--- config.mk ---
export PLATFORM = sky130hd
export DESIGN_NAME = base64_stream_encoder
export DESIGN_NICKNAME = d
export VERILOG_FILES = /design/src/sv/b64enc_pkg.sv /design/src/sv/b64enc_front.sv /design/src/sv/b64enc_queue.sv /design/src/sv/b64enc_back.sv /design/src/sv/base64_stream_encoder.sv
export SDC_FILE = /design/constraint.sdc
export NUM_CORES = 1
export LEC_CHECK = 0
export ABC_AREA = 0
export ABC_CLOCK_PERIOD_IN_PS = 4400
export BUFFER_PORTS_ARGS = -buffer_cell sky130_fd_sc_hd__clkbuf_2
export CORE_ASPECT_RATIO = 0.6
export CORE_MARGIN = 4
export CORE_UTILIZATION = 61
export CTS_BUF_LIST = sky130_fd_sc_hd__clkbuf_4 sky130_fd_sc_hd__clkbuf_8
export CTS_CLUSTER_SIZE = 14
export DETAILED_ROUTE_END_ITERATION = 6
export PLACE_DENSITY = 0.76
export SLEW_MARGIN = 20
export SYNTH_ARGS = -nofsm -noshare
export SYNTH_HDL_FRONTEND = slang
export SYNTH_SLANG_ARGS = --single-unit
--- constraint.sdc ---
create_clock -name clock -period 4.4 [get_ports clock]
set_clock_uncertainty 0.05 [all_clocks]
set_input_delay 0.44 -clock clock [delete_from_list [all_inputs] [get_ports clock]]
set_output_delay 0.44 -clock clock [all_outputs]
set_load 0.1 [all_outputs]
--- src/sv/b64enc_pkg.sv ---
// ---------------------------------------------------------------------------
// b64enc_pkg
// Shared types, constants and the character map of the base64 encoder.
// ---------------------------------------------------------------------------
package b64enc_pkg;

   localparam int QueueDepth = 2;

   localparam logic [7:0] PadChar   = 8'h3D;
   localparam logic [7:0] PlusChar  = 8'h2B;
   localparam logic [7:0] SlashChar = 8'h2F;

   // byte position inside the current three-byte group
   localparam logic [1:0] POS_FIRST  = 2'd0;
   localparam logic [1:0] POS_SECOND = 2'd1;
   localparam logic [1:0] POS_THIRD  = 2'd2;

   // one complete (or padded) group handed from front to back
   typedef struct packed {
      logic [23:0] bits;     // first byte in bits 23..16
      logic [1:0]  pad_cnt;  // number of trailing '=' characters
      logic        last;     // group closes the message
   } group_type;

   function automatic logic [7:0] b64_char(input logic [5:0] sextet);
      logic [7:0] s;
      s = {2'b00, sextet};
      if (sextet < 6'd26) begin
         return s + 8'h41;
      end else if (sextet < 6'd52) begin
         return s + 8'h47;  // 'a' - 26
      end else if (sextet < 6'd62) begin
         return s - 8'h04;  // '0' - 52
      end else if (sextet == 6'd62) begin
         return PlusChar;
      end else begin
         return SlashChar;
      end
   endfunction

endpackage

--- src/sv/b64enc_front.sv ---
// ---------------------------------------------------------------------------
// b64enc_front
// Accepts message bytes, gathers them into groups and pushes each finished
// or padded group into the queue.
// ---------------------------------------------------------------------------
module b64enc_front
   import b64enc_pkg::*;
(
   input  logic       clock,
   input  logic       reset,
   input  logic       req_tvalid,
   output logic       req_tready,
   input  logic [7:0] req_tdata,   // data_byte
   input  logic       req_tlast,   // final_byte
   input  logic       q_full,
   output logic       q_push,
   output group_type  q_entry
);

   logic [1:0]  pos_ff, pos_in;
   logic [15:0] pend_ff, pend_in;
   logic        accept;

   assign req_tready = !q_full;
   assign accept     = req_tvalid && req_tready;

   always_comb begin
      pos_in          = pos_ff;
      pend_in         = pend_ff;
      q_push          = 1'b0;
      q_entry.bits    = {pend_ff, req_tdata};
      q_entry.pad_cnt = 2'd0;
      q_entry.last    = req_tlast;
      if (accept) begin
         case (pos_ff)
            POS_THIRD: begin
               q_push  = 1'b1;
               pos_in  = POS_FIRST;
               pend_in = 16'd0;
            end
            POS_SECOND: begin
               if (req_tlast) begin
                  q_push          = 1'b1;
                  q_entry.bits    = {pend_ff[15:8], req_tdata, 8'd0};
                  q_entry.pad_cnt = 2'd1;
                  pos_in          = POS_FIRST;
                  pend_in         = 16'd0;
               end else begin
                  pend_in = {pend_ff[15:8], req_tdata};
                  pos_in  = POS_THIRD;
               end
            end
            default: begin
               // unreachable fourth position behaves as the first
               if (req_tlast) begin
                  q_push          = 1'b1;
                  q_entry.bits    = {req_tdata, 16'd0};
                  q_entry.pad_cnt = 2'd2;
                  pos_in          = POS_FIRST;
                  pend_in         = 16'd0;
               end else begin
                  pend_in = {req_tdata, 8'd0};
                  pos_in  = POS_SECOND;
               end
            end
         endcase
      end
   end

   always_ff @(posedge clock) begin
      if (reset) begin
         pos_ff  <= POS_FIRST;
         pend_ff <= 16'd0;
      end else begin
         pos_ff  <= pos_in;
         pend_ff <= pend_in;
      end
   end

   a_pos_range: assert property (@(posedge clock) disable iff (reset)
      pos_ff != 2'd3)
      else $error("group position left its range");

endmodule

--- src/sv/b64enc_queue.sv ---
// ---------------------------------------------------------------------------
// b64enc_queue
// Small group queue between front and back.
// ---------------------------------------------------------------------------
module b64enc_queue
   import b64enc_pkg::*;
#(
   parameter int DEPTH = QueueDepth
)
(
   input  logic      clock,
   input  logic      reset,
   input  logic      push,
   input  group_type push_entry,
   output logic      full,
   input  logic      pop,
   output logic      q_valid,
   output group_type head
);

   localparam int PtrW = (DEPTH > 1) ? $clog2(DEPTH) : 1;
   localparam int CntW = $clog2(DEPTH + 1);

   group_type       mem_ff [DEPTH];
   logic [PtrW-1:0] wr_ptr_ff, rd_ptr_ff;
   logic [CntW-1:0] count_ff;

   assign full    = count_ff == CntW'(DEPTH);
   assign q_valid = count_ff != '0;
   assign head    = mem_ff[rd_ptr_ff];

   always_ff @(posedge clock) begin
      if (push) begin
         mem_ff[wr_ptr_ff] <= push_entry;
      end
   end

   always_ff @(posedge clock) begin
      if (reset) begin
         wr_ptr_ff <= '0;
         rd_ptr_ff <= '0;
         count_ff  <= '0;
      end else begin
         if (push) begin
            wr_ptr_ff <= (wr_ptr_ff == PtrW'(DEPTH - 1)) ? '0 : wr_ptr_ff + 1'b1;
         end
         if (pop) begin
            rd_ptr_ff <= (rd_ptr_ff == PtrW'(DEPTH - 1)) ? '0 : rd_ptr_ff + 1'b1;
         end
         if (push && !pop) begin
            count_ff <= count_ff + 1'b1;
         end else if (pop && !push) begin
            count_ff <= count_ff - 1'b1;
         end
      end
   end

   a_no_overflow: assert property (@(posedge clock) disable iff (reset)
      push |-> !full || pop)
      else $error("group queue overflow");

   a_no_underflow: assert property (@(posedge clock) disable iff (reset)
      pop |-> q_valid)
      else $error("group queue underflow");

   a_count_bound: assert property (@(posedge clock) disable iff (reset)
      count_ff <= CntW'(DEPTH))
      else $error("group queue count out of range");

endmodule

--- src/sv/b64enc_back.sv ---
// ---------------------------------------------------------------------------
// b64enc_back
// Turns each queued group into four characters, one per cycle while
// rsp_tready does not stall it, through a registered output stage.
// ---------------------------------------------------------------------------
module b64enc_back
   import b64enc_pkg::*;
(
   input  logic       clock,
   input  logic       reset,
   input  logic       q_valid,
   input  group_type  head,
   output logic       pop,
   output logic       rsp_tvalid,
   input  logic       rsp_tready,
   output logic [7:0] rsp_tdata,   // out_char
   output logic       rsp_tlast    // end_of_message
);

   group_type  grp_ff, grp_in;
   logic [1:0] idx_ff, idx_in;
   logic       busy_ff, busy_in;
   logic       valid_ff, valid_in;
   logic [7:0] data_ff, data_in;
   logic       last_ff, last_in;
   logic       out_free;
   logic [5:0] sextet;
   logic       is_pad;

   assign out_free = !valid_ff || rsp_tready;

   always_comb begin
      case (idx_ff)
         2'd0:    sextet = grp_ff.bits[23:18];
         2'd1:    sextet = grp_ff.bits[17:12];
         2'd2:    sextet = grp_ff.bits[11:6];
         default: sextet = grp_ff.bits[5:0];
      endcase
   end

   // pad once index + pad count reaches four
   assign is_pad = ({1'b0, idx_ff} + {1'b0, grp_ff.pad_cnt}) >= 3'd4;

   assign pop = q_valid && (!busy_ff || (out_free && idx_ff == 2'd3));

   always_comb begin
      grp_in   = grp_ff;
      idx_in   = idx_ff;
      busy_in  = busy_ff;
      valid_in = valid_ff;
      data_in  = data_ff;
      last_in  = last_ff;
      if (out_free) begin
         valid_in = busy_ff;
         data_in  = is_pad ? PadChar : b64_char(sextet);
         last_in  = grp_ff.last && idx_ff == 2'd3;
         if (busy_ff) begin
            idx_in = idx_ff + 2'd1;
            if (idx_ff == 2'd3) begin
               busy_in = 1'b0;
            end
         end
      end
      if (pop) begin
         grp_in  = head;
         idx_in  = 2'd0;
         busy_in = 1'b1;
      end
   end

   always_ff @(posedge clock) begin
      if (reset) begin
         idx_ff   <= 2'd0;
         busy_ff  <= 1'b0;
         valid_ff <= 1'b0;
      end else begin
         idx_ff   <= idx_in;
         busy_ff  <= busy_in;
         valid_ff <= valid_in;
      end
   end

   always_ff @(posedge clock) begin
      grp_ff  <= grp_in;
      data_ff <= data_in;
      last_ff <= last_in;
   end

   assign rsp_tvalid = valid_ff;
   assign rsp_tdata  = data_ff;
   assign rsp_tlast  = last_ff;

   a_idx_idle: assert property (@(posedge clock) disable iff (reset)
      !busy_ff |-> idx_ff == 2'd0)
      else $error("character index moved while idle");

   a_load_slot: assert property (@(posedge clock) disable iff (reset)
      pop && busy_ff |-> idx_ff == 2'd3 && out_free)
      else $error("group loaded before previous group finished");

endmodule

--- src/sv/base64_stream_encoder.sv ---
// ---------------------------------------------------------------------------
// base64_stream_encoder
// Streaming base64 encoder with standard alphabet and '=' padding.
// ---------------------------------------------------------------------------
// Bytes enter one per transaction on req_, with req_tlast on the final byte
// of a message; characters leave one per transaction on rsp_, with rsp_tlast
// on the last character of the encoded message. Each group of three bytes,
// or the shorter group closed by a final byte, becomes four characters.
// The single character output sets the sustained rate: one character per
// cycle while rsp_tready does not stall it. A group closed by a byte passes
// through the queue and the back end's group register before its first
// character is registered at the output. A queue of QUEUE_DEPTH groups
// sits between byte intake and character output, so bytes keep flowing
// while characters wait on rsp_tready, until the queue fills.
// ---------------------------------------------------------------------------
module base64_stream_encoder
   import b64enc_pkg::*;
#(
   parameter int QUEUE_DEPTH = QueueDepth
)
(
   input  logic       clock,
   input  logic       reset,
   input  logic       req_tvalid,
   output logic       req_tready,
   input  logic [7:0] req_tdata,   // [7:0] data_byte
   input  logic       req_tlast,   // final_byte
   output logic       rsp_tvalid,
   input  logic       rsp_tready,
   output logic [7:0] rsp_tdata,   // [7:0] out_char
   output logic       rsp_tlast    // end_of_message
);

   logic      q_full;
   logic      q_push;
   logic      q_pop;
   logic      q_valid;
   group_type push_entry;
   group_type head;

   b64enc_front u_front (
      .clock      (clock),
      .reset      (reset),
      .req_tvalid (req_tvalid),
      .req_tready (req_tready),
      .req_tdata  (req_tdata),
      .req_tlast  (req_tlast),
      .q_full     (q_full),
      .q_push     (q_push),
      .q_entry    (push_entry)
   );

   b64enc_queue #(
      .DEPTH (QUEUE_DEPTH)
   ) u_queue (
      .clock      (clock),
      .reset      (reset),
      .push       (q_push),
      .push_entry (push_entry),
      .full       (q_full),
      .pop        (q_pop),
      .q_valid    (q_valid),
      .head       (head)
   );

   b64enc_back u_back (
      .clock      (clock),
      .reset      (reset),
      .q_valid    (q_valid),
      .head       (head),
      .pop        (q_pop),
      .rsp_tvalid (rsp_tvalid),
      .rsp_tready (rsp_tready),
      .rsp_tdata  (rsp_tdata),
      .rsp_tlast  (rsp_tlast)
   );

endmodule

Word level (Yosys, flattened, before mapping)
Memories as Yosys holds them, arrays and structs flattened. A register that Yosys moved wholly into a read port is not among the register bits.
Index checks and enable logic that the tools add are counted.

storage, ports and cells
  flip-flop bits (word level) = 35
  logic and storage cells = 81
  output and inout bits = 11
  memories kept = 1
  input port bits = 13
  RAM bits = 54

cells by class
  $add $sub $neg = 9
  order comparisons = 4
  reduce and logical (&&, ||, !) cells = 20
  muxes and demuxes = 28
  equal/unequal tests = 8

memory list
  memory          depth  width  read ports  clocked after memory_dff  write ports  RTL line            source
  u_queue.mem_ff  2      27     1           1                         1            b64enc_queue.sv:24  group_type mem_ff [DEPTH];

operator list
  operator                                                     count
  two-way mux 26 bit                                           2
  case mux 26 bit (2 select lines)                             1
  two-way mux 16 bit                                           2
  case mux 16 bit (2 select lines)                             1
  two-way mux 8 bit                                            3
  two-way mux 18 bit                                           1
  case mux 6 bit (3 select lines)                              1
  adder 6 x 7 -> 8 bit (second input constant)                 2
  less-than comparator 6 bit (second input constant)           2
  two-way mux 1 bit                                            12
  == test 2 bit (second input constant)                        4
  subtractor 6 x 3 -> 7 bit (second input constant)            1
  == test 6 bit (second input constant)                        1
  logical AND 1 bit                                            6
  less-than comparator 6 x 5 -> 1 bit (second input constant)  1
  two-way mux 2 bit                                            3
  nonzero test 2 bit                                           3
  zero test 1 bit                                              5
  adder 2 x 1 -> 2 bit (second input constant)                 2
  == test 2 x 1 -> 1 bit (second input constant)               2
  case mux 2 bit (2 select lines)                              1
  AND reduction 2 bit                                          2
  adder 2 x 2 -> 3 bit                                         1
  greater-or-equal comparator 3 bit (second input constant)    1
  7 further kinds                                              9

Depth between registers and ports, before layout
Gate-level depths: netlist of run 1.

  word-level depth = 8
  depth in mapped cells = 9
  depth with buffers taken out = 9

Modules after synthesis
A second synthesis of run 1 with hierarchy kept.

second synthesis, totals
  cells, all modules = 389
  area total of the unflattened synthesis = 5141.2 um2

modules (own cells, without submodules)
  module        times used  area an instance (um2)  sequential area each (um2)  cells each
  b64enc_queue  1           2163.3                  1721.7                      106
  b64enc_back   1           1864.3                  1161.1                      136
  b64enc_front  1           1113.6                  360.3                       147

Worst setup path after synthesis of run 1
OpenSTA, ideal clock, no wires.

  kind = register to register
  start = reg u_back.valid_ff, in the netlist u_back.rsp_tvalid
  end = reg u_queue.count_ff[1]
  path buffers = 0
  period minus slack after synthesis = 3859 ps
  data required time = 4280 ps
  library setup time = 70 ps
  data arrival time = 3739 ps
  stages on the path, launching flop included = 8
  slack = 541 ps
  cells stage by stage = dfxtp_1 > nand2b_1 > nand2_1 > a21oi_1 > inv_1 > ha_1 > or3_1 > a21oi_1

on the way
  cells in the longest elaborated chain, start to end = 8
  elaborated cells between the ends (all ways) = 10
  those cells by class = mux (1); reduce/logical (9)

RTL lines
  element                                                  RTL line                     source
  start: declaration                                       b64enc_back.sv:23            logic valid_ff, valid_in;
  start signal: assignment                                 b64enc_back.sv:79            valid_ff <= valid_in;
  zero test 1 bit *                                        b64enc_back.sv:30            assign out_free = !valid_ff || rsp_tready;
  logical OR 1 bit *                                       b64enc_back.sv:30
  named net u_back.out_free                                b64enc_back.sv:26            logic out_free;
  logical AND 1 bit *                                      b64enc_back.sv:44            assign pop = q_valid && (!busy_ff || (out_free && idx_ff == 2'd3));
  logical OR 1 bit *                                       b64enc_back.sv:44
  logical AND 1 bit *                                      b64enc_back.sv:44
  named net q_pop                                          base64_stream_encoder.sv:36  logic q_pop;
  zero test 1 bit                                          b64enc_queue.sv:50           if (push && !pop) begin
  logical AND 1 bit                                        b64enc_queue.sv:50
  two-way mux 2 bit or nonzero test 2 bit (tied branches)  n/a
  end signal: assignment                                   b64enc_queue.sv:51           count_ff <= count_ff + 1'b1;
  end signal: assignment                                   b64enc_queue.sv:53           count_ff <= count_ff - 1'b1;
  end: declaration                                         b64enc_queue.sv:26           logic [CntW-1:0] count_ff;

Mark *: on every way through the listed nets, which the timed path passes. The rest lies on a longest branch.
A chain may end at the register's enable or synchronous reset.

Worst setup path after layout of run 1
  start = reg u_back.idx_ff[0]
  end = reg u_back.data_ff[1], in the netlist u_back.rsp_tdata[1] (data pin)

on the way
  cells in the longest elaborated chain, start to end = 6
  elaborated cells between the ends (all ways) = 15
  those cells by class = add/sub (4); order compare (4); eq/ne (2); mux (4); reduce/logical (1)

RTL lines
  element                                                                  RTL line                            source
  start: declaration                                                       b64enc_back.sv:21                   logic [1:0] idx_ff, idx_in;
  start signal: assignment                                                 b64enc_back.sv:77                   idx_ff <= idx_in;
  == test 2 bit (tied with other cells)                                    b64enc_back.sv:33                   case (idx_ff)
  case mux 6 bit (3 select lines)                                          b64enc_back.sv:33
  subtractor 6 x 3 -> 7 bit or less-than comparator 6 bit (tied branches)  b64enc_pkg.sv:33, b64enc_pkg.sv:32
  two-way mux 8 bit                                                        b64enc_pkg.sv:32                    end else if (sextet < 6'd62) begin
  two-way mux 8 bit                                                        b64enc_pkg.sv:30                    end else if (sextet < 6'd52) begin
  two-way mux 8 bit                                                        b64enc_pkg.sv:28                    if (sextet < 6'd26) begin
  end signal: assignment                                                   b64enc_back.sv:85                   data_ff <= data_in;
  end: declaration                                                         b64enc_back.sv:24                   logic [7:0] data_ff, data_in;

Several ways; a longest one is shown, not always the timed one.

==> results.cfg, run 1 <==
[status]
status = completed

[yosys]
syn_area_um2 = 4920
avgSynthCellArea_um2 = 13.5
synth_cell_types = 49
synth_ff_type = edfxtp_1
yosysWarnings = 0
ys_seq_elements = 116
synth_edf_count = 90
syn_inst = 365
synth-async-reset-ratio_pct = 0
synth.net_count = 389
ys_seq_area_share_pct = 65.5

[critical_path]
cp_common_cell = o211a_1
end_kind = flip-flop
critical_path.max_stage_delay_ns = 0.72
cp_num_buf_inv = 0
crit_arrival_ns = 2.94
startpoint = u_back.idx_ff[0]
cp.depth = 5
r2r_cells = 5
cp_max_fo = 13
cp-start-kind = flip-flop
cp.required_ns = 4.53
reg2reg_from = u_back.idx_ff[0]
crit_slowest_cell = mux2i_1
crit_chain = ha_1, mux2i_1, o211a_1, mux2_4, o211a_1
crit_family = multiplexers
worstSetupPathType = reg2reg

[power_and_ir_drop]
p_per_area_nw_per_um2 = 698
p_leak_nw = 2.08
ir_drop_v = 0.000327
p_total_mw = 3.88

[timing]
rsz0062_at_grt = no
min_period_ns = 2.80
fin_ws_ns = 1.60
relSlewSlack_pct = 26.1
setup_viol = 0
max_freq_mhz = 357
worstMarginPinSlew_ns = 1.10
period_share_pct = 63.7
slew_viol_final = 0
tns_ns = 0
final_hold_viol_count = 0

[global_route]
gr-total-overflow = 0
grt_pass1_wl_um = 15600
antenna_found_initial = 0
grt_max_degree = 32
track_usage_pct = 22.1
grt_pass1_vias = 3001

[worst_hold_path]
holdPathStages = 3
holdCritStartpoint = req_tdata[4]
hold_class = in2reg

[die]
row_count = 25
start_util_pct = 62.6
fp.coreArea_um2 = 7850
die_w_um = 124
dieHeight_um = 77.6
die_area_um2 = 9610
ios = 24

[clocking]
cts_tree = built
clk_latency_ns = 0.43
cts_max_level = 4
clk_pin_slew_ns = 0.07
cts_inserted_buffers = 17
clockBufferDepth = 2
hold_buffers = 0
cts_setup_buffers = 0
cts.sinks = 116
cts_resized = 0
cts_root_buf = clkbuf_8

[job]
cap_violations = 0

[drt]
vias = 3069
finalWirelength_um = 9580
drt_pass1_iterations = 5
ant_nets = 0
vias_per_cell = 5.91
drc = 0
avgRoutedWirePerCell_um = 18.5
drtIter0Drc = 297

[finish]
multi_input_area_um2 = 1580
final_cells = 519
post_route_cells_drive_above_1_share_pct = 23.1
layout_common_cells = edfxtp_1, mux2_2, nor2_1, dfxtp_1
area_delta_synth_final_pct = 13.0
layout_commonest_cell = edfxtp_1
nNetsFinal = 422
diodes = 0
fillers = 538
ff_latch_area_um2 = 3220

[place]
dp.cells = 486
portBuffers = 23
hpwl_um = 6610
dp_slack_ns = 1.63
gp_congestion = 0.812
==> worst paths after layout <==
check / end / slack (ns)
max: u_back.rsp_tdata[1] / 1.60
min: u_front.pend_ff[4] / 0.26
max reg2reg: u_back.rsp_tdata[1] / 1.60
min reg2reg: u_front.pend_ff[10] / 0.40
==> tightest hold or removal path, cell delays in order <==
cell      delay, ns
clkbuf_2       0.12
nand3_1        0.08
a21oi_1        0.06
==> logic make-up after synthesis <==
family | Yosys count | synth area share [%]
xor gates and xnor gates | 5 | 0.891
muxes | 43 | 9.67
DFF | 116 | 65.5
and+or+nand+nor | 87 | 8.12
AOI/OAI and AO/OA | 71 | 10.5
other | 1 | 0.0762
adders and majority gates | 11 | 2.80
buffers and inverters | 31 | 2.44
==> cell type report <==
type	count	area share, %
clock inverters	10	1.87
repair buffers	28	2.75
well taps	108	2.43
clock buffers	22	5.33
multi-input cells	218	28.5
inverters	17	1.15
flip-flops and latches	116	58.0
==> sequential cells by signal (all words and copies together), names as in the netlist <==
name	flops
u_back.rsp_tdata	8
u_queue.rd_ptr_ff	1
u_back.rsp_tvalid	1
u_back.idx_ff	2
u_queue.wr_ptr_ff	1
u_front.pend_ff	16
u_back.grp_ff	27
u_queue.count_ff	2
u_back.rsp_tlast	1
u_back.busy_ff	1
u_front.pos_ff	2
u_queue.mem_ff	54
==> report_power, final <==
group / total (mW) / internal, mW / switching [mW]
Clock: 0.967 / 0.562 / 0.405
Combinational: 1.35 / 0.419 / 0.929
Sequential: 1.56 / 1.48 / 0.0812
==> metal layers <==
| layer | wire length (µm) | part of all wire, % | up-vias | GRT usage [%] |
|---|---|---|---|---|
| met5 | 0 | 0 | - | 0 |
| li1 | - | - | 1446 | - |
| met3 | 656 | 6.8 | 17 | 5.68 |
| met4 | 157 | 1.6 | 0 | 9.84 |
| met1 | 4590 | 48 | 1479 | 32.8 |
| met2 | 4180 | 44 | 127 | 30.8 |
==> synth_stat cells (3+ instances only) <==
| master | count | area, µm² |
|---|---|---|
| edfxtp_1 | 90 | 2700 |
| mux2_2 | 29 | 327 |
| nor2_1 | 28 | 105 |
| dfxtp_1 | 26 | 521 |
| nand2_1 | 23 | 86.3 |
| a21oi_1 | 21 | 105 |
| inv_1 | 16 | 60.1 |
| mux2i_1 | 12 | 120 |
| ha_1 | 11 | 138 |
| a22oi_1 | 10 | 75.1 |
| and2_1 | 10 | 62.6 |
| clkbuf_1 | 10 | 37.5 |
| nand3_1 | 10 | 50.1 |
| a22o_1 | 9 | 78.8 |
| nor3_1 | 5 | 25.0 |
| a222oi_1 | 4 | 40.0 |
| o211a_1 | 4 | 40.0 |
| buf_2 | 3 | 15.0 |
| nand2b_1 | 3 | 18.8 |
| nor2b_1 | 3 | 18.8 |
| o21ai_1 | 3 | 15.0 |
| xnor2_1 | 3 | 26.3 |
==> through the flow <==
| stage | cell area, µm² | util, % | hold WS (ns) |
|---|---|---|---|
| after detailed placement | 5150 | 65.6 | 0.398 |
| after floorplan | 4920 | - | 0.382 |
| after global routing | 5560 | 70.8 | 0.265 |
| after global placement | 5150 | 65.6 | 0.390 |
| final | 5560 | 70.8 | 0.264 |
| after CTS | 5550 | 70.7 | 0.243 |
Power figures use the tool's default switching activity.
==> run 2, diff against run 1 <==
--- a/config.mk
+++ b/config.mk
@@ -5,16 +5,16 @@
 export SDC_FILE = /design/constraint.sdc
 export NUM_CORES = 1
 export LEC_CHECK = 0
-export ABC_AREA = 0
-export ABC_CLOCK_PERIOD_IN_PS = 4400
+export ABC_AREA = 1
+export ABC_CLOCK_PERIOD_IN_PS = 2500
 export BUFFER_PORTS_ARGS = -buffer_cell sky130_fd_sc_hd__clkbuf_2
 export CORE_ASPECT_RATIO = 0.6
 export CORE_MARGIN = 4
-export CORE_UTILIZATION = 61
+export CORE_UTILIZATION = 57
 export CTS_BUF_LIST = sky130_fd_sc_hd__clkbuf_4 sky130_fd_sc_hd__clkbuf_8
 export CTS_CLUSTER_SIZE = 14
 export DETAILED_ROUTE_END_ITERATION = 6
-export PLACE_DENSITY = 0.76
+export PLACE_DENSITY = 0.75
 export SLEW_MARGIN = 20
 export SYNTH_ARGS = -nofsm -noshare
 export SYNTH_HDL_FRONTEND = slang
==> constraint.sdc (replaced) <==
create_clock -name clock -period 2.5 [get_ports clock]
set_clock_uncertainty 0.05 [all_clocks]
set_input_delay 0.25 -clock clock [delete_from_list [all_inputs] [get_ports clock]]
set_output_delay 0.25 -clock clock [all_outputs]
set_load 0.1 [all_outputs]
==> results.cfg, run 2 <==
[status]
status = completed

[power_and_ir_drop]
ir_drop_v = 0.000888
clock_power_share_pct = 27.2
p_leak_nw = 2.40
p_per_area_nw_per_um2 = 1280
p_switching_mw = 2.88
p_int_mw = 4.67
comb_power_share_pct = 35.5
switching_share_pct = 38.2
power_frac_seq_pct = 37.3

[global_route]
gr-total-overflow = 0
grt_pass1_vias = 3465
grt_max_degree = 29
antenna_found_initial = 0
grt_pass1_wl_um = 17700
track_usage_pct = 22.8

[clocking]
cts_tree = built
clockBufferDepth = 2
clk_pin_slew_ns = 0.07
cts.sinks = 116
clk_latency_ns = 0.43
cts_inserted_buffers = 17
cts_setup_buffers = 0
cts_root_buf = clkbuf_8
cts_max_level = 4

[job]
cap_violations = 0

[timing]
max_freq_mhz = 434
worstMarginPinSlew_ns = 0.713
period_share_pct = 92.2
rsz0062_at_grt = no
final_hold_viol_count = 0
min_period_ns = 2.30
tns_ns = 0
setup_viol = 0
fin_ws_ns = 0.195
relSlewSlack_pct = 52.1
slew_viol_final = 0

[yosys]
synth-simple-area-share_pct = 19.7
synth_edf_count = 90
synth_area_leaders = edfxtp_1, nand2_1, dfxtp_1, a21oi_1, ha_1
synth-async-reset-ratio_pct = 0
syn_inst = 502
yosysWarnings = 0
synthMuxAreaShare_pct = 0
synth_xor_area_share_pct = 0.172
synth.most_common_cell = nand2_1
syn_area_um2 = 5100
synthAdderAreaFrac_pct = 2.70
synth.net_count = 526
ys_seq_area_share_pct = 63.2
synth_cell_types = 39
yosys.area.top_type = edfxtp_1
ys_seq_elements = 116
synth_common_cells = nand2_1, edfxtp_1, inv_1, a21oi_1
synth_top_family_by_area = simple AND/OR/NAND/NOR gates
synth-compound-area-share_pct = 10.1
synth_ff_type = edfxtp_1
synth_top_area_share_pct = 53.0
avgSynthCellArea_um2 = 10.2

[finish]
largest_register = u_queue.mem_ff
layout_commonest_cell = nand2_1
diodes = 0
nNetsFinal = 568
area_delta_synth_final_pct = 15.5
layout_common_cells = nand2_1, edfxtp_1, inv_1
post_route_cells_drive_above_1_share_pct = 17.1
largest_reg_flops = 54
largestRegisters = u_queue.mem_ff (54), u_back.grp_ff (27), u_front.pend_ff (16)

[die]
die_area_um2 = 10600
dieHeight_um = 81.3
die_w_um = 130
start_util_pct = 59.1
ios = 24
row_count = 26
fp.coreArea_um2 = 8620

[critical_path]
critical_path.max_stage_delay_ns = 0.40
cp.required_ns = 2.64
r2r_slack_ns = 0.20
crit_chain = inv_1, ha_1, nand2_1, nand2_1, o21ai_1, nor2_2, nand2_4, inv_2, nand2_1, nand2_1, nand2_1, nand2_1
reg2reg_from = u_back.idx_ff[0]
r2r_cells = 12
cp-start-kind = flip-flop
crit_arrival_ns = 2.45
cp_common_cell = nand2_1
startpoint = u_back.idx_ff[0]
reg2reg_to = u_back.rsp_tdata[4]
worstSetupPathType = reg2reg
cp_num_buf_inv = 2
cp_max_fo = 8
crit_slowest_cell = dfxtp_1
crit_family = simple AND/OR/NAND/NOR gates
end_kind = flip-flop

[drt]
drt_pass1_iterations = 6
vias = 3735
ant_nets = 0
finalWirelength_um = 11100
drc = 0
vias_per_cell = 5.58
drtIter0Drc = 516
avgRoutedWirePerCell_um = 16.5

[place]
dp_slack_ns = 0.277
hpwl_um = 7780
gp_congestion = 0.864
portBuffers = 23

[worst_hold_path]
holdCritStartpoint = req_tdata[0]
holdPathStages = 3
holdPathEnd = u_front.pend_ff[8]
hold_class = in2reg
-- run 2: power groups by stage --
stage | Clock [mW] | Combinational (mW) | Sequential, mW
finish | 2.06 | 2.68 | 2.82
global route | 2.18 | 2.95 | 2.86
detailed placement | 0 | 2.63 | 2.87
floorplan | 0 | 1.56 | 3.30
global placement | 0 | 2.56 | 2.86
CTS | 2.08 | 2.65 | 2.83
-- run 2: area by class of cell --
type / instances / area, µm²
flip-flops and latches: 116 / 3220
fillers: 613 / 2740
well taps: 112 / 140
multi-input cells: 335 / 1690
repair buffers: 35 / 218
clock buffers: 20 / 263
clock inverters: 12 / 209
inverters: 39 / 146
-- run 2: layer usage --
layer | vias up | track usage [%] | share of wire (%)
li1 | 1800 | - | -
met2 | 196 | 31.6 | 42
met5 | - | 0 | 0
met4 | 0 | 7.88 | 1.3
met3 | 20 | 6.50 | 10
met1 | 1719 | 34.4 | 46
-- run 2: worst max-delay path by stage --
stage / end / slack (ns) / depth (start not counted)
2_1_floorplan: u_queue.count_ff[1] / 0.12 / 11
3_3_place_gp: u_back.rsp_tdata[4] / 0.33 / 12
3_5_place_dp: u_back.rsp_tdata[4] / 0.28 / 12
5_1_grt: u_back.rsp_tdata[4] / 0.003 / 13
4_1_cts: u_queue.count_ff[1] / 0.17 / 9
6_report: u_back.rsp_tdata[4] / 0.20 / 12
-- run 2: what timing repair did --
action,4_1_cts,5_1_grt
hold buffers,0,0
setup endpoints to repair,0,1
resized for setup,0,1
hold endpoints to repair,0,0
-- run 2: worst min-delay path, stage by stage --
cell and delay [ns]:
clkbuf_2 0.11, nand3_1 0.08, a21oi_1 0.05
-- run 2: cell families after synthesis --
kind of cell             Yosys count
AO/OA/AOI/OAI                     88
XOR/XNOR                           1
adder cells (fa/ha/maj)           11
buffers and inverters             51
flip-flops                       116
other                              1
AND/OR/NAND/NOR                  234
-- run 2: metrics by stage --
stage | cell area (µm²) | hold slack (ns) | std cells | total power [mW] | util (%)
2_1_floorplan | 5110 | 0.299 | 502 | 4.85 | -
3_3_place_gp | 5410 | 0.400 | 637 | 5.41 | 62.8
3_5_place_dp | 5410 | 0.401 | 637 | 5.50 | 62.8
4_1_cts | 5890 | 0.0440 | 669 | 7.56 | 68.3
5_1_grt | 5890 | 0.0473 | 669 | 7.99 | 68.3
6_report | 5890 | 0.0618 | 669 | 7.56 | 68.3
==> run 3, diff against run 2 <==
--- a/config.mk
+++ b/config.mk
@@ -15,6 +15,7 @@
 export CTS_CLUSTER_SIZE = 14
 export DETAILED_ROUTE_END_ITERATION = 6
 export PLACE_DENSITY = 0.75
+export REMOVE_ABC_BUFFERS = 1
 export SLEW_MARGIN = 20
 export SYNTH_ARGS = -nofsm -noshare
 export SYNTH_HDL_FRONTEND = slang
==> results.cfg, run 3 (synthesis results as in run 2) <==
[die]
row_count = 26
dieHeight_um = 81.3
die_w_um = 130
fp.coreArea_um2 = 8620
die_area_um2 = 10600
ios = 24
start_util_pct = 59.1

[finish]
largest_register = u_queue.mem_ff
area_delta_synth_final_pct = 15.1
layout_commonest_cell = nand2_1
diodes = 0
layout_common_cells = nand2_1, edfxtp_1, inv_1
final_cells = 668
largestRegisters = u_queue.mem_ff (54), u_back.grp_ff (27), u_front.pend_ff (16)
post_route_cells_drive_above_1_share_pct = 16.9
nNetsFinal = 567
largest_reg_flops = 54

[global_route]
grt_max_degree = 30
gr-total-overflow = 0
antenna_found_initial = 0
grt_pass1_wl_um = 18200
track_usage_pct = 23.0
grt_pass1_vias = 3588

[drt]
vias_per_cell = 5.51
drtIter0Drc = 403
finalWirelength_um = 11000
avgRoutedWirePerCell_um = 16.4
ant_nets = 0
drt_pass1_iterations = 5
vias = 3683
drc = 0

[clocking]
cts_tree = built
clk_latency_ns = 0.42
cts.sinks = 116
hold_buffers = 0
cts_root_buf = clkbuf_8
clk_pin_slew_ns = 0.07
clockBufferDepth = 2
cts_inserted_buffers = 17
cts_max_level = 4

[place]
hpwl_um = 7680
dp.cells = 636
gp_congestion = 0.890
portBuffers = 23

[critical_path]
crit_chain = inv_1, ha_1, nand2_1, nand2_1, o21bai_2, ha_1, nand2_1, nand2_1, nand2_1, nand3_1, nand2_1, nand2_1, nand2_1
crit_family = simple AND/OR/NAND/NOR gates
cp_num_buf_inv = 1
crit_arrival_ns = 2.38
cp.required_ns = 2.63
crit_slowest_cell = dfxtp_1
cp-start-kind = flip-flop
cp_max_fo = 6
critical_path.max_stage_delay_ns = 0.40
worstSetupPathType = reg2reg
cp_common_cell = nand2_1
end_kind = flip-flop

[status]
status = completed

[timing]
relSlewSlack_pct = 60.9
min_period_ns = 2.25
period_share_pct = 90.1
setup_viol = 0
worstMarginPinSlew_ns = 0.582
max_freq_mhz = 444
rsz0062_at_grt = no
slew_viol_final = 0
whs_ns = 0.0893
final_hold_viol_count = 0

[worst_hold_path]
hold_class = in2reg

[power_and_ir_drop]
ir_drop_v = 0.000871
p_per_area_nw_per_um2 = 1280
p_total_mw = 7.54
p_leak_nw = 2.39

[job]
cap_violations = 0
run 3: metrics by stage:
| step | setup slack, ns | TNS [ns] | util, % | cell area (µm²) |
|---|---|---|---|---|
| after floorplan | -1.13 | -61.58 | - | 5040 |
| after global placement | 0.332 | 0 | 62.6 | 5390 |
| after detailed placement | 0.250 | 0 | 62.6 | 5390 |
| after CTS | 0.238 | 0 | 68.1 | 5870 |
| after global routing | 0.0545 | 0 | 68.1 | 5870 |
| final | 0.248 | 0 | 68.1 | 5870 |
run 3: worst min-delay path, stage by stage:
cell      delay [ns]
clkbuf_2        0.12
nand3_1         0.09
a21oi_1         0.05
run 3: repair_timing:
action	in CTS	in global routing
resized for setup	0	1
endpoints found under the setup margin	0	1
setup buffers	0	0
run 3: final cells by class:
class                      instances  area (µm²)
sequential                       116        3220
fill                             633        2750
multi-input combinational        335        1670
clock buffer                      23         298
timing repair buffer              34         210
clock inverter                     9         176
inverter                          39         146
tap                              112         140
run 3: path summary, 6_finish.rpt:
path                      start                  end  slack [ns]  cells past startpoint
max reg2reg    u_back.idx_ff[0]  u_back.rsp_tdata[4]        0.25                     13
max            u_back.idx_ff[0]  u_back.rsp_tdata[4]        0.25                     13
min                req_tdata[3]  u_front.pend_ff[11]        0.09                      3
min reg2reg  u_front.pend_ff[1]   u_front.pend_ff[1]        0.42                      2
run 3: power breakdown:
group	internal (mW)	total [mW]	switching, mW	leakage [nW]
combinational	0.695	2.67	1.98	1.08
sequential	2.69	2.84	0.156	1.07
clock	1.30	2.02	0.722	0.240
total	4.68	7.54	2.86	2.39
run 3: metal layers:
metal	share of wire, %	vias up	track usage (%)
met2	44	160	34.2
li1	-	1802	-
met4	1.4	0	6.54
met5	0	-	0
met3	8.8	15	7.49
met1	46	1706	32.7
